<file path="src/hdl/assert_macros.svh">
// Assertion macros used by the evaluator RTL.
`ifndef ASSERT_MACROS_SVH
`define ASSERT_MACROS_SVH

`ifndef ASSERT_OFF

// Clocked assertion that is switched off while reset is active.
`define PFE_ASSERT(lbl, clk, rstn, prop, msg) \
    lbl: assert property (@(posedge clk) disable iff (!rstn) prop) else $error(msg);

// Clocked assertion that also holds during reset.
`define PFE_ASSERT_ALWAYS(lbl, clk, prop, msg) \
    lbl: assert property (@(posedge clk) prop) else $error(msg);

`else

`define PFE_ASSERT(lbl, clk, rstn, prop, msg)
`define PFE_ASSERT_ALWAYS(lbl, clk, prop, msg)

`endif

`endif

</file>
<file path="src/hdl/pfe_pkg.sv">
`default_nettype none

package pfe_pkg;

    // Character codes.
    localparam logic [7:0] CH_ZERO  = 8'd48;
    localparam logic [7:0] CH_NINE  = 8'd57;
    localparam logic [7:0] CH_PLUS  = 8'h2B;
    localparam logic [7:0] CH_MINUS = 8'h2D;
    localparam logic [7:0] CH_STAR  = 8'h2A;

    localparam int unsigned RESULT_WIDTH = 32;
    localparam int unsigned STATUS_WIDTH = 3;

    typedef enum logic [STATUS_WIDTH-1:0] {
        ST_OK        = 3'd0,
        ST_UNDERFLOW = 3'd1,
        ST_OVERFLOW  = 3'd2,
        ST_DIVZERO   = 3'd3,
        ST_EMPTY     = 3'd4
    } pfe_status_t;

    typedef enum logic [1:0] {
        S_IDLE,
        S_READ,
        S_WAIT,
        S_FINISH
    } pfe_state_t;

    // Request to the shared multiply/divide unit.
    typedef struct packed {
        logic start;
        logic is_div;
    } pfe_md_req_t;

endpackage

`default_nettype wire

</file>
<file path="src/hdl/pfe_if.sv">
`default_nettype none

// Input channel: one character of the expression per item.
interface pfe_in_if;
    logic       valid;
    logic       ready;
    logic [7:0] char_code;
    logic       expr_end;

    modport source (output valid, output char_code, output expr_end, input ready);
    modport sink   (input valid, input char_code, input expr_end, output ready);
endinterface

// Output channel: one result item per expression.
interface pfe_out_if;
    logic               valid;
    logic               ready;
    logic signed [31:0] result_value;
    logic [2:0]         status;

    modport source (output valid, output result_value, output status, input ready);
    modport sink   (input valid, input result_value, input status, output ready);
endinterface

`default_nettype wire

</file>
<file path="src/hdl/pfe_muldiv.sv">
`default_nettype none

// Shared iterative unit: shift-add multiply (low W bits of the product) or
// restoring signed division truncated toward zero, one bit per cycle.
module pfe_muldiv #(
    parameter int unsigned W = 32
) (
    input  wire                       clk,
    input  wire                       rst_n,
    input  pfe_pkg::pfe_md_req_t      req,
    input  wire [W-1:0]               left,
    input  wire [W-1:0]               right,
    output logic                      done,
    output logic [W-1:0]              result
);
    import pfe_pkg::*;

    localparam int unsigned CW = $clog2(W);

    logic          busy_reg;
    logic          fix_reg;
    logic          done_reg;
    logic [CW-1:0] cnt_reg;
    logic          is_div_reg;
    logic          neg_reg;
    logic [W-1:0]  acc_reg;
    logic [W-1:0]  x_reg;
    logic [W-1:0]  y_reg;
    logic [W-1:0]  result_reg;
    logic [W:0]    trial;
    logic [W-1:0]  left_mag;
    logic [W-1:0]  right_mag;

    assign trial     = {acc_reg, x_reg[W-1]} - {1'b0, y_reg};
    assign left_mag  = left[W-1] ? (~left + W'(1)) : left;
    assign right_mag = right[W-1] ? (~right + W'(1)) : right;

    always_ff @(posedge clk or negedge rst_n)
    begin
        if (!rst_n)
        begin
            busy_reg <= 1'b0;
            fix_reg  <= 1'b0;
            done_reg <= 1'b0;
            cnt_reg  <= '0;
        end
        else
        begin
            done_reg <= fix_reg;
            if (req.start)
            begin
                busy_reg <= 1'b1;
                fix_reg  <= 1'b0;
                cnt_reg  <= '0;
            end
            else if (busy_reg)
            begin
                if (cnt_reg == CW'(W - 1))
                begin
                    busy_reg <= 1'b0;
                    fix_reg  <= 1'b1;
                end
                else
                begin
                    cnt_reg <= cnt_reg + CW'(1);
                end
            end
            else
            begin
                fix_reg <= 1'b0;
            end
        end
    end

    always_ff @(posedge clk)
    begin
        if (req.start)
        begin
            is_div_reg <= req.is_div;
            acc_reg    <= '0;
            if (req.is_div)
            begin
                x_reg   <= left_mag;
                y_reg   <= right_mag;
                neg_reg <= left[W-1] ^ right[W-1];
            end
            else
            begin
                x_reg   <= right;
                y_reg   <= left;
                neg_reg <= 1'b0;
            end
        end
        else if (busy_reg)
        begin
            if (is_div_reg)
            begin
                if (!trial[W])
                begin
                    acc_reg <= trial[W-1:0];
                    x_reg   <= {x_reg[W-2:0], 1'b1};
                end
                else
                begin
                    acc_reg <= {acc_reg[W-2:0], x_reg[W-1]};
                    x_reg   <= {x_reg[W-2:0], 1'b0};
                end
            end
            else
            begin
                if (x_reg[0])
                begin
                    acc_reg <= acc_reg + y_reg;
                end
                x_reg <= {1'b0, x_reg[W-1:1]};
                y_reg <= {y_reg[W-2:0], 1'b0};
            end
        end

        if (fix_reg)
        begin
            if (is_div_reg)
            begin
                result_reg <= neg_reg ? (~x_reg + W'(1)) : x_reg;
            end
            else
            begin
                result_reg <= acc_reg;
            end
        end
    end

    assign done   = done_reg;
    assign result = result_reg;

endmodule

`default_nettype wire

</file>
<file path="src/hdl/postfix_expression_evaluator.sv">
// Postfix expression evaluator: one character item in, one result item per expression.
// A new character is accepted only in S_IDLE. A digit or an ignored operator is
// handled there; '+', '-' and a divide by zero also pass through S_READ, and '*'
// and divide wait in S_WAIT for the iterative multiply/divide unit. An item flagged
// as last then goes to S_FINISH to load the output register, which holds until taken.
// Reset clears the state machine, stack depth, status and output valid. Stack
// memory contents are not cleared; no entry is read before it is written.
`default_nettype none

`include "assert_macros.svh"

module postfix_expression_evaluator #(
    parameter int unsigned STACK_DEPTH = 32,
    parameter int unsigned VALUE_WIDTH = 32
) (
    input  wire        clk,
    input  wire        rst_n,
    pfe_in_if.sink     in_ch,
    pfe_out_if.source  out_ch
);
    import pfe_pkg::*;

    localparam int unsigned AW = (STACK_DEPTH > 1) ? $clog2(STACK_DEPTH) : 1;
    localparam int unsigned DW = $clog2(STACK_DEPTH + 1);
    localparam int unsigned W  = VALUE_WIDTH;

    // The operand stack lives in a synchronous memory. The top entry is also
    // mirrored in top_reg, so an operator only needs one memory read for its
    // left operand, and the end of an expression needs none.
    logic [W-1:0] stack_mem [STACK_DEPTH];
    logic [W-1:0] rdata_reg;

    pfe_state_t   state_reg, state_next;
    logic [DW-1:0] depth_reg, depth_next;
    pfe_status_t  err_reg, err_next;
    logic [W-1:0] top_reg, top_next;
    logic [7:0]   ch_reg, ch_next;
    logic         last_reg, last_next;

    logic         out_valid_reg;
    logic signed [RESULT_WIDTH-1:0] out_value_reg;
    logic [STATUS_WIDTH-1:0]        out_status_reg;
    logic         out_load;
    logic signed [RESULT_WIDTH-1:0] out_value;
    pfe_status_t  out_status;

    logic          in_acc;
    logic          is_digit;
    logic [3:0]    digit;
    logic [DW-1:0] below_top;
    logic [AW-1:0] below_addr;
    logic          wr_en;
    logic [AW-1:0] wr_addr;
    logic [W-1:0]  wr_data;
    logic          rd_en;
    logic          wb_en;
    logic [W-1:0]  wb_value;
    logic          flag;
    pfe_status_t   flag_code;

    pfe_md_req_t   md_req;
    logic          md_done;
    logic [W-1:0]  md_result;

    pfe_muldiv #(
        .W (W)
    ) u_muldiv (
        .clk    (clk),
        .rst_n  (rst_n),
        .req    (md_req),
        .left   (rdata_reg),
        .right  (top_reg),
        .done   (md_done),
        .result (md_result)
    );

    assign in_ch.ready = (state_reg == S_IDLE);
    assign in_acc      = in_ch.valid && in_ch.ready;
    assign digit       = 4'(in_ch.char_code - CH_ZERO);
    assign below_top   = depth_reg - DW'(2);
    assign below_addr  = below_top[AW-1:0];

    always_comb
    begin
        is_digit = 1'b0;
        if (in_ch.char_code inside {[CH_ZERO:CH_NINE]})
        begin
            is_digit = 1'b1;
        end
    end

    // Sequencer: next state, stack bookkeeping and memory port control.
    always_comb
    begin
        state_next = state_reg;
        depth_next = depth_reg;
        err_next   = err_reg;
        top_next   = top_reg;
        ch_next    = ch_reg;
        last_next  = last_reg;
        wr_en      = 1'b0;
        wr_addr    = depth_reg[AW-1:0];
        wr_data    = top_reg;
        rd_en      = 1'b0;
        wb_en      = 1'b0;
        wb_value   = '0;
        md_req     = '0;
        flag       = 1'b0;
        flag_code  = ST_OK;
        out_load   = 1'b0;
        out_value  = '0;
        out_status = ST_OK;

        case (state_reg)
            S_IDLE:
            begin
                if (in_acc)
                begin
                    ch_next   = in_ch.char_code;
                    last_next = in_ch.expr_end;
                    if (is_digit)
                    begin
                        // A digit on a full stack is dropped.
                        if (depth_reg == DW'(STACK_DEPTH))
                        begin
                            flag      = 1'b1;
                            flag_code = ST_OVERFLOW;
                        end
                        else
                        begin
                            wr_en      = 1'b1;
                            wr_data    = W'(digit);
                            top_next   = W'(digit);
                            depth_next = depth_reg + DW'(1);
                        end
                        state_next = in_ch.expr_end ? S_FINISH : S_IDLE;
                    end
                    else if (depth_reg < DW'(2))
                    begin
                        // Too few operands: the operator is ignored.
                        flag       = 1'b1;
                        flag_code  = ST_UNDERFLOW;
                        state_next = in_ch.expr_end ? S_FINISH : S_IDLE;
                    end
                    else
                    begin
                        rd_en      = 1'b1;
                        state_next = S_READ;
                    end
                end
            end

            S_READ:
            begin
                // Left operand is in rdata_reg, right operand in top_reg.
                case (ch_reg)
                    CH_PLUS:
                    begin
                        wb_en    = 1'b1;
                        wb_value = rdata_reg + top_reg;
                    end
                    CH_MINUS:
                    begin
                        wb_en    = 1'b1;
                        wb_value = rdata_reg - top_reg;
                    end
                    CH_STAR:
                    begin
                        md_req.start  = 1'b1;
                        md_req.is_div = 1'b0;
                        state_next    = S_WAIT;
                    end
                    default:
                    begin
                        if (top_reg == '0)
                        begin
                            flag      = 1'b1;
                            flag_code = ST_DIVZERO;
                            wb_en     = 1'b1;
                            wb_value  = '0;
                        end
                        else
                        begin
                            md_req.start  = 1'b1;
                            md_req.is_div = 1'b1;
                            state_next    = S_WAIT;
                        end
                    end
                endcase
            end

            S_WAIT:
            begin
                if (md_done)
                begin
                    wb_en    = 1'b1;
                    wb_value = md_result;
                end
            end

            S_FINISH:
            begin
                if (!out_valid_reg || out_ch.ready)
                begin
                    out_load = 1'b1;
                    if (depth_reg == '0)
                    begin
                        out_value  = '0;
                        out_status = (err_reg == ST_OK) ? ST_EMPTY : err_reg;
                    end
                    else
                    begin
                        out_value  = RESULT_WIDTH'($signed(top_reg));
                        out_status = err_reg;
                    end
                    depth_next = '0;
                    err_next   = ST_OK;
                    state_next = S_IDLE;
                end
            end

            default:
            begin
                state_next = S_IDLE;
            end
        endcase

        // Two operands popped, one result pushed in place of the left one.
        if (wb_en)
        begin
            wr_en      = 1'b1;
            wr_addr    = below_addr;
            wr_data    = wb_value;
            top_next   = wb_value;
            depth_next = depth_reg - DW'(1);
            state_next = last_reg ? S_FINISH : S_IDLE;
        end

        // Only the first error of an expression is kept.
        if (flag && (err_reg == ST_OK))
        begin
            err_next = flag_code;
        end
    end

    always_ff @(posedge clk or negedge rst_n)
    begin
        if (!rst_n)
        begin
            state_reg     <= S_IDLE;
            depth_reg     <= '0;
            err_reg       <= ST_OK;
            out_valid_reg <= 1'b0;
        end
        else
        begin
            state_reg <= state_next;
            depth_reg <= depth_next;
            err_reg   <= err_next;
            if (out_load)
            begin
                out_valid_reg <= 1'b1;
            end
            else if (out_ch.ready)
            begin
                out_valid_reg <= 1'b0;
            end
        end
    end

    always_ff @(posedge clk)
    begin
        top_reg  <= top_next;
        ch_reg   <= ch_next;
        last_reg <= last_next;
        if (out_load)
        begin
            out_value_reg  <= out_value;
            out_status_reg <= out_status;
        end
    end

    // Stack memory: one write port, one registered read port.
    always_ff @(posedge clk)
    begin
        if (wr_en)
        begin
            stack_mem[wr_addr] <= wr_data;
        end
        if (rd_en)
        begin
            rdata_reg <= stack_mem[below_addr];
        end
    end

    assign out_ch.valid        = out_valid_reg;
    assign out_ch.result_value = out_value_reg;
    assign out_ch.status       = out_status_reg;

    `PFE_ASSERT(a_depth_bound, clk, rst_n, depth_reg <= DW'(STACK_DEPTH), "stack too deep")
    `PFE_ASSERT(a_md_done_in_wait, clk, rst_n, md_done |-> (state_reg == S_WAIT), "stray done")
    `PFE_ASSERT(a_finish_clears, clk, rst_n, out_load |=> (depth_reg == '0) && (err_reg == ST_OK) && out_valid_reg, "expression end did not clear stack and status")
    `PFE_ASSERT(a_writeback_depth, clk, rst_n, wb_en |-> (depth_reg >= DW'(2)), "result written back with fewer than two operands")

endmodule

`default_nettype wire
</file>
<file path="src/flat_wrapper.sv">
// flat-port wrapper written by rule: the top's interface ports become plain ports
module postfix_expression_evaluator_flat import pfe_pkg::*;
#(
    parameter int unsigned STACK_DEPTH = 32,
    parameter int unsigned VALUE_WIDTH = 32
)
  (clk, rst_n, in_ch_valid, in_ch_char_code, in_ch_expr_end, in_ch_ready, out_ch_valid, out_ch_result_value, out_ch_status, out_ch_ready);
  pfe_in_if in_ch_i ();
  pfe_out_if out_ch_i ();
  input  wire clk;
  input  wire rst_n;
  input wire logic [$bits(in_ch_i.valid)-1:0] in_ch_valid;
  input wire logic [$bits(in_ch_i.char_code)-1:0] in_ch_char_code;
  input wire logic [$bits(in_ch_i.expr_end)-1:0] in_ch_expr_end;
  output wire logic [$bits(in_ch_i.ready)-1:0] in_ch_ready;
  output wire logic [$bits(out_ch_i.valid)-1:0] out_ch_valid;
  output wire logic [$bits(out_ch_i.result_value)-1:0] out_ch_result_value;
  output wire logic [$bits(out_ch_i.status)-1:0] out_ch_status;
  input wire logic [$bits(out_ch_i.ready)-1:0] out_ch_ready;
  assign in_ch_i.valid = in_ch_valid;
  assign in_ch_i.char_code = in_ch_char_code;
  assign in_ch_i.expr_end = in_ch_expr_end;
  assign in_ch_ready = in_ch_i.ready;
  assign out_ch_valid = out_ch_i.valid;
  assign out_ch_result_value = out_ch_i.result_value;
  assign out_ch_status = out_ch_i.status;
  assign out_ch_i.ready = out_ch_ready;
  postfix_expression_evaluator #(.STACK_DEPTH(STACK_DEPTH), .VALUE_WIDTH(VALUE_WIDTH)) u_core (.clk(clk), .rst_n(rst_n), .in_ch(in_ch_i), .out_ch(out_ch_i));
endmodule
</file>
<file path="config.mk">
export PLATFORM = sky130hd
export DESIGN_NAME = postfix_expression_evaluator_flat
export DESIGN_NICKNAME = d
export VERILOG_FILES = /design/src/hdl/pfe_pkg.sv /design/src/hdl/pfe_if.sv /design/src/hdl/pfe_muldiv.sv /design/src/hdl/postfix_expression_evaluator.sv /design/src/flat_wrapper.sv
export VERILOG_INCLUDE_DIRS = /design/src /design/src/hdl
export SDC_FILE = /design/constraint.sdc
export NUM_CORES = 2
export LEC_CHECK = 0
export ABC_CLOCK_PERIOD_IN_PS = 17800
export BUFFER_PORTS_ARGS = -buffer_cell sky130_fd_sc_hd__buf_2
export CORE_UTILIZATION = 50
export DETAILED_ROUTE_END_ITERATION = 8
export PLACE_DENSITY = 0.65
export SYNTH_ARGS = -nofsm -noshare
export SYNTH_HDL_FRONTEND = slang
export SYNTH_SLANG_ARGS = --single-unit
</file>
<file path="constraint.sdc">
create_clock -name clk -period 17.8 [get_ports clk]
set_input_delay 2.67 -clock clk [delete_from_list [all_inputs] [get_ports clk]]
set_output_delay 2.67 -clock clk [all_outputs]
set_load 0.01 [all_outputs]
</file>
==> impl_metrics.ini <==
[setup_path]
worst-path-max-fanout = 33
crit_arrival_ns = 6.13
path_buf_inv = 0
ff2ff_setup_slack_ns = 11.90
rr_endpoint = u_core.stack_mem[27][31]$_DFFE_PP_
cp.required_ns = 18.03
critPathKind = register to register
cp-end-kind = register
max_stage_delay_ns = 0.59
worstPathCellList = or3_4 -> or3_4 -> or3_1 -> or4_1 -> or3_1 -> nand2_1 -> xor2_1 -> ha_1 -> a21o_1 -> a21o_1 -> a21oi_1 -> o21ai_0 -> a31oi_1 -> o21bai_1 -> a211oi_1 -> mux2i_1 -> nand2_1
reg2reg_from = u_core.top_reg[3]$_DFF_P_
cp_top_family = simple AND/OR/NAND/NOR gates
worstRegToRegCells = 17
start_kind = register
slowest_stage = nand2_1

[clocking]
cts_made_buffers = 137
cts_resized = 0
clk_latency_ns = 0.75
cts_tree = done
postCtsSetupBuffers = 0
cts_buffer_depth = 3
cts_hold_buf = 0
clkSlewWorstSetupHoldPaths_ns = 0.06
cts_root_buffer = clkbuf_16
htree_levels = 4
cts_sinks = 1281

[sta]
setup_viol = 0
skew_ns = 0.0271
tns_ns = 0
fin_crit_sh_pct = 33.2
timing.final.crit_period_ns = 5.90
worstMarginPinSlew_ns = 1.30
slew_headroom_pct = 13.3
hold_violations = 0
slew_viol_final = 0
rsz0062_at_grt = false
max_freq_mhz = 169

[floorplan]
pin_count = 50
start_util_pct = 50.4
rows = 124
die_h_um = 342
die_w_um = 342
die_area_sq_mm = 0.117
fp.coreArea_sq_mm = 0.114

[placed_design]
dp_hpwl_mm = 89.3
post_dp_cell_area_sq_mm = 0.0601
port_buffers = 49
place_congestion = 0.928

[power]
swShare_pct = 35.8
vdd_ir_drop_max_v = 0.000128
power_density_mw_per_mm2 = 175
seqPwrFrac_pct = 38.1
p_leak_nw = 21.1
intPower_mw = 7.23
total_power_mw = 11.3
pwr-share-clk_pct = 24.9
power_frac_comb_pct = 37.0
p_switching_mw = 4.04

[global_routing]
grt_max_degree = 95
grt_pass1_wl_mm = 210
antenna_found_initial = 3
grt_pass1_vias = 32500
grt_util_all_layers_pct = 24.3
overflow = 0

[finish]
ff_latch_area_sq_mm = 0.0377
largest_reg_flops = 1024
layout.filler_cells = 8794
top_register = u_core.stack_mem
multiInputGateArea_sq_mm = 0.0193
post-route-util_pct = 56.4
area_growth_pct = 11.8
drive_gt1_share_pct = 20.6
nets = 3789
design_area_sq_mm = 0.0645

[detailed_routing]
ant_nets = 0
drc = 0
wl_per_cell_um = 26.4
drt_first_pass_iters = 5
drt_iter0_markers = 3105
finalWirelength_mm = 140
via_count = 32700
via_per_inst = 6.19

[synthesis]
synth_top_area_share_pct = 62.4
avgSynthCellArea_sq_um = 15.9
synth_area_leaders = edfxtp_1 (62%), mux4_2 (12%), ha_1 (2.4%)
synthesis.nets = 3743
netlist_area_sq_mm = 0.0577
ys.warnings.count = 0
synth_flop_cell = edfxtp_1
synth_edf_count = 1198
synth_area_leader_cell = edfxtp_1
synth.distinct_cells = 82
ys_ff_latch = 1281
synth-seq-area-share_pct = 65.4
async_flop_share_pct = 1.48
syn-instance-count = 3618

[hold_path]
hold_path_depth = 2
holdPathEnd = u_core.u_muldiv.cnt_reg[4]$_DFFE_PN0P_
min_path_type = register to register
hold_start = u_core.u_muldiv.cnt_reg[4]$_DFFE_PN0P_

[outcome]
outcome = completed

[flow_run]
maxCapViolCount = 0
per-stage QoR:
stage               cells  worst slack, ns  hold slack (ns)
floorplan            3618            11.86            0.476
global placement     5037            11.55            0.514
detailed placement   5037            11.48            0.526
CTS                  5283            11.94            0.539
global route         5283            11.59            0.569
finish               5287            11.90            0.531
cell type report:
class | count | area share (%)
tap | 1512 | 2.93
timing repair buffer | 127 | 1.29
clock buffer | 178 | 5.83
inverter | 80 | 0.466
antenna | 4 | 0.0155
clock inverter | 68 | 1.02
multi-input combinational | 2037 | 29.9
sequential | 1281 | 58.5
how the worst max path moves through the flow:
stage / depth (start not counted) / endpoint / start / slack (ns)
5_1_grt: 17 / u_core.stack_mem[27][31]$_DFFE_PP_ / u_core.top_reg[3]$_DFF_P_ / 11.59
4_1_cts: 17 / u_core.stack_mem[27][31]$_DFFE_PP_ / u_core.top_reg[3]$_DFF_P_ / 11.94
3_5_place_dp: 9 / u_core.stack_mem[9][19]$_DFFE_PP_ / in_ch_char_code[1] / 11.48
3_3_place_gp: 9 / u_core.stack_mem[9][14]$_DFFE_PP_ / in_ch_char_code[1] / 11.55
2_1_floorplan: 16 / u_core.stack_mem[0][18]$_DFFE_PP_ / u_core.top_reg[3]$_DFF_P_ / 11.86
6_report: 17 / u_core.stack_mem[27][31]$_DFFE_PP_ / u_core.top_reg[3]$_DFF_P_ / 11.90
cell usage after synthesis (all sizes together) (5+ instances only):
library cell and count:
clkbuf 180, and3 14, a21oi 163, mux2 38, nor2 167, nand2 192
o21a 16, a211oi 25, dfxtp 64, or3 25, or2 9, a21o 58
and2 41, ha 109, a31oi 38, dfrtp 19, xnor2 95, a221oi 26
mux2i 39, xor2 106, buf 40, nor2b 15, mux4 320, nand4 20
o21bai 10, inv 80, or4 12, o221ai 41, o21ai 168, o41ai 12
o211ai 20, nor3 33, edfxtp 1198, nand3 57, o31ai 42, a22oi 19
o22ai 5, a311oi 8, nand2b 17, nor4 8
power by group through the flow:
stage | Combinational [mW] | Sequential [mW] | Clock (mW)
CTS | 4.17 | 4.29 | 2.86
finish | 4.17 | 4.29 | 2.81
global placement | 4.10 | 4.35 | 0
floorplan | 3.03 | 4.17 | 0
global route | 4.56 | 4.32 | 2.97
detailed placement | 4.15 | 4.35 | 0
cells by family (layout without fill, tap and decap cells):
group	count (synthesis)	in the layout	share of synthesized area [%]
muxes	397	397	13.9
xor gates and xnor gates	201	201	3.05
buffers and inverters	300	453	1.99
AOI/OAI and AO/OA	703	703	7.99
adders and majority gates	112	112	2.47
and+or+nand+nor	624	624	5.14
other	0	4	0
DFF	1281	1281	65.4
worst reg2reg max path, cell delays in order (launching register included):
cell and delay, ns:
dfxtp_1 0.40, or3_4 0.44, or3_4 0.37, or3_1 0.46, or4_1 0.56, or3_1 0.37
nand2_1 0.09, xor2_1 0.07, ha_1 0.25, a21o_1 0.19, a21o_1 0.16, a21oi_1 0.15
o21ai_0 0.10, a31oi_1 0.40, o21bai_1 0.18, a211oi_1 0.35, mux2i_1 0.23, nand2_1 0.59
routing by layer:
metal	share of wire, %	global-route usage, %	up-vias
met1	43	33.8	16800
li1	-	-	14600
met2	48	39.3	1127
met4	3.3	8.58	0
met3	5.6	3.26	232
met5	0	0	-
layout by cell type (no fill, tap or decap), types with 20 or more instances in the layout:
| cell type | synthesis | final |
|---|---|---|
| clkinv_1 | 0 | 26 |
| mux2i_1 | 39 | 39 |
| inv_1 | 79 | 78 |
| nor3_1 | 33 | 33 |
| clkbuf_1 | 179 | 30 |
| buf_2 | 11 | 49 |
| xor2_1 | 106 | 104 |
| a221oi_1 | 25 | 25 |
| mux2_2 | 38 | 38 |
| buf_4 | 0 | 78 |
| o31ai_1 | 42 | 42 |
| o211ai_1 | 20 | 20 |
| edfxtp_1 | 1198 | 1198 |
| a31oi_1 | 37 | 31 |
| a211oi_1 | 25 | 25 |
| or3_1 | 22 | 22 |
| xnor2_1 | 95 | 93 |
| and2_1 | 41 | 41 |
| nor2_4 | 0 | 33 |
| dfxtp_1 | 64 | 64 |
| o221ai_1 | 41 | 41 |
| a21oi_1 | 163 | 160 |
| mux4_2 | 320 | 320 |
| nor2_1 | 167 | 133 |
| nand2_1 | 191 | 191 |
| nand3_1 | 57 | 57 |
| o21ai_0 | 165 | 145 |
| nand4_1 | 20 | 20 |
| ha_1 | 109 | 108 |
| clkbuf_16 | 0 | 143 |
| a21o_1 | 58 | 58 |
No activity file was read; power rests on OpenSTA's default activity.
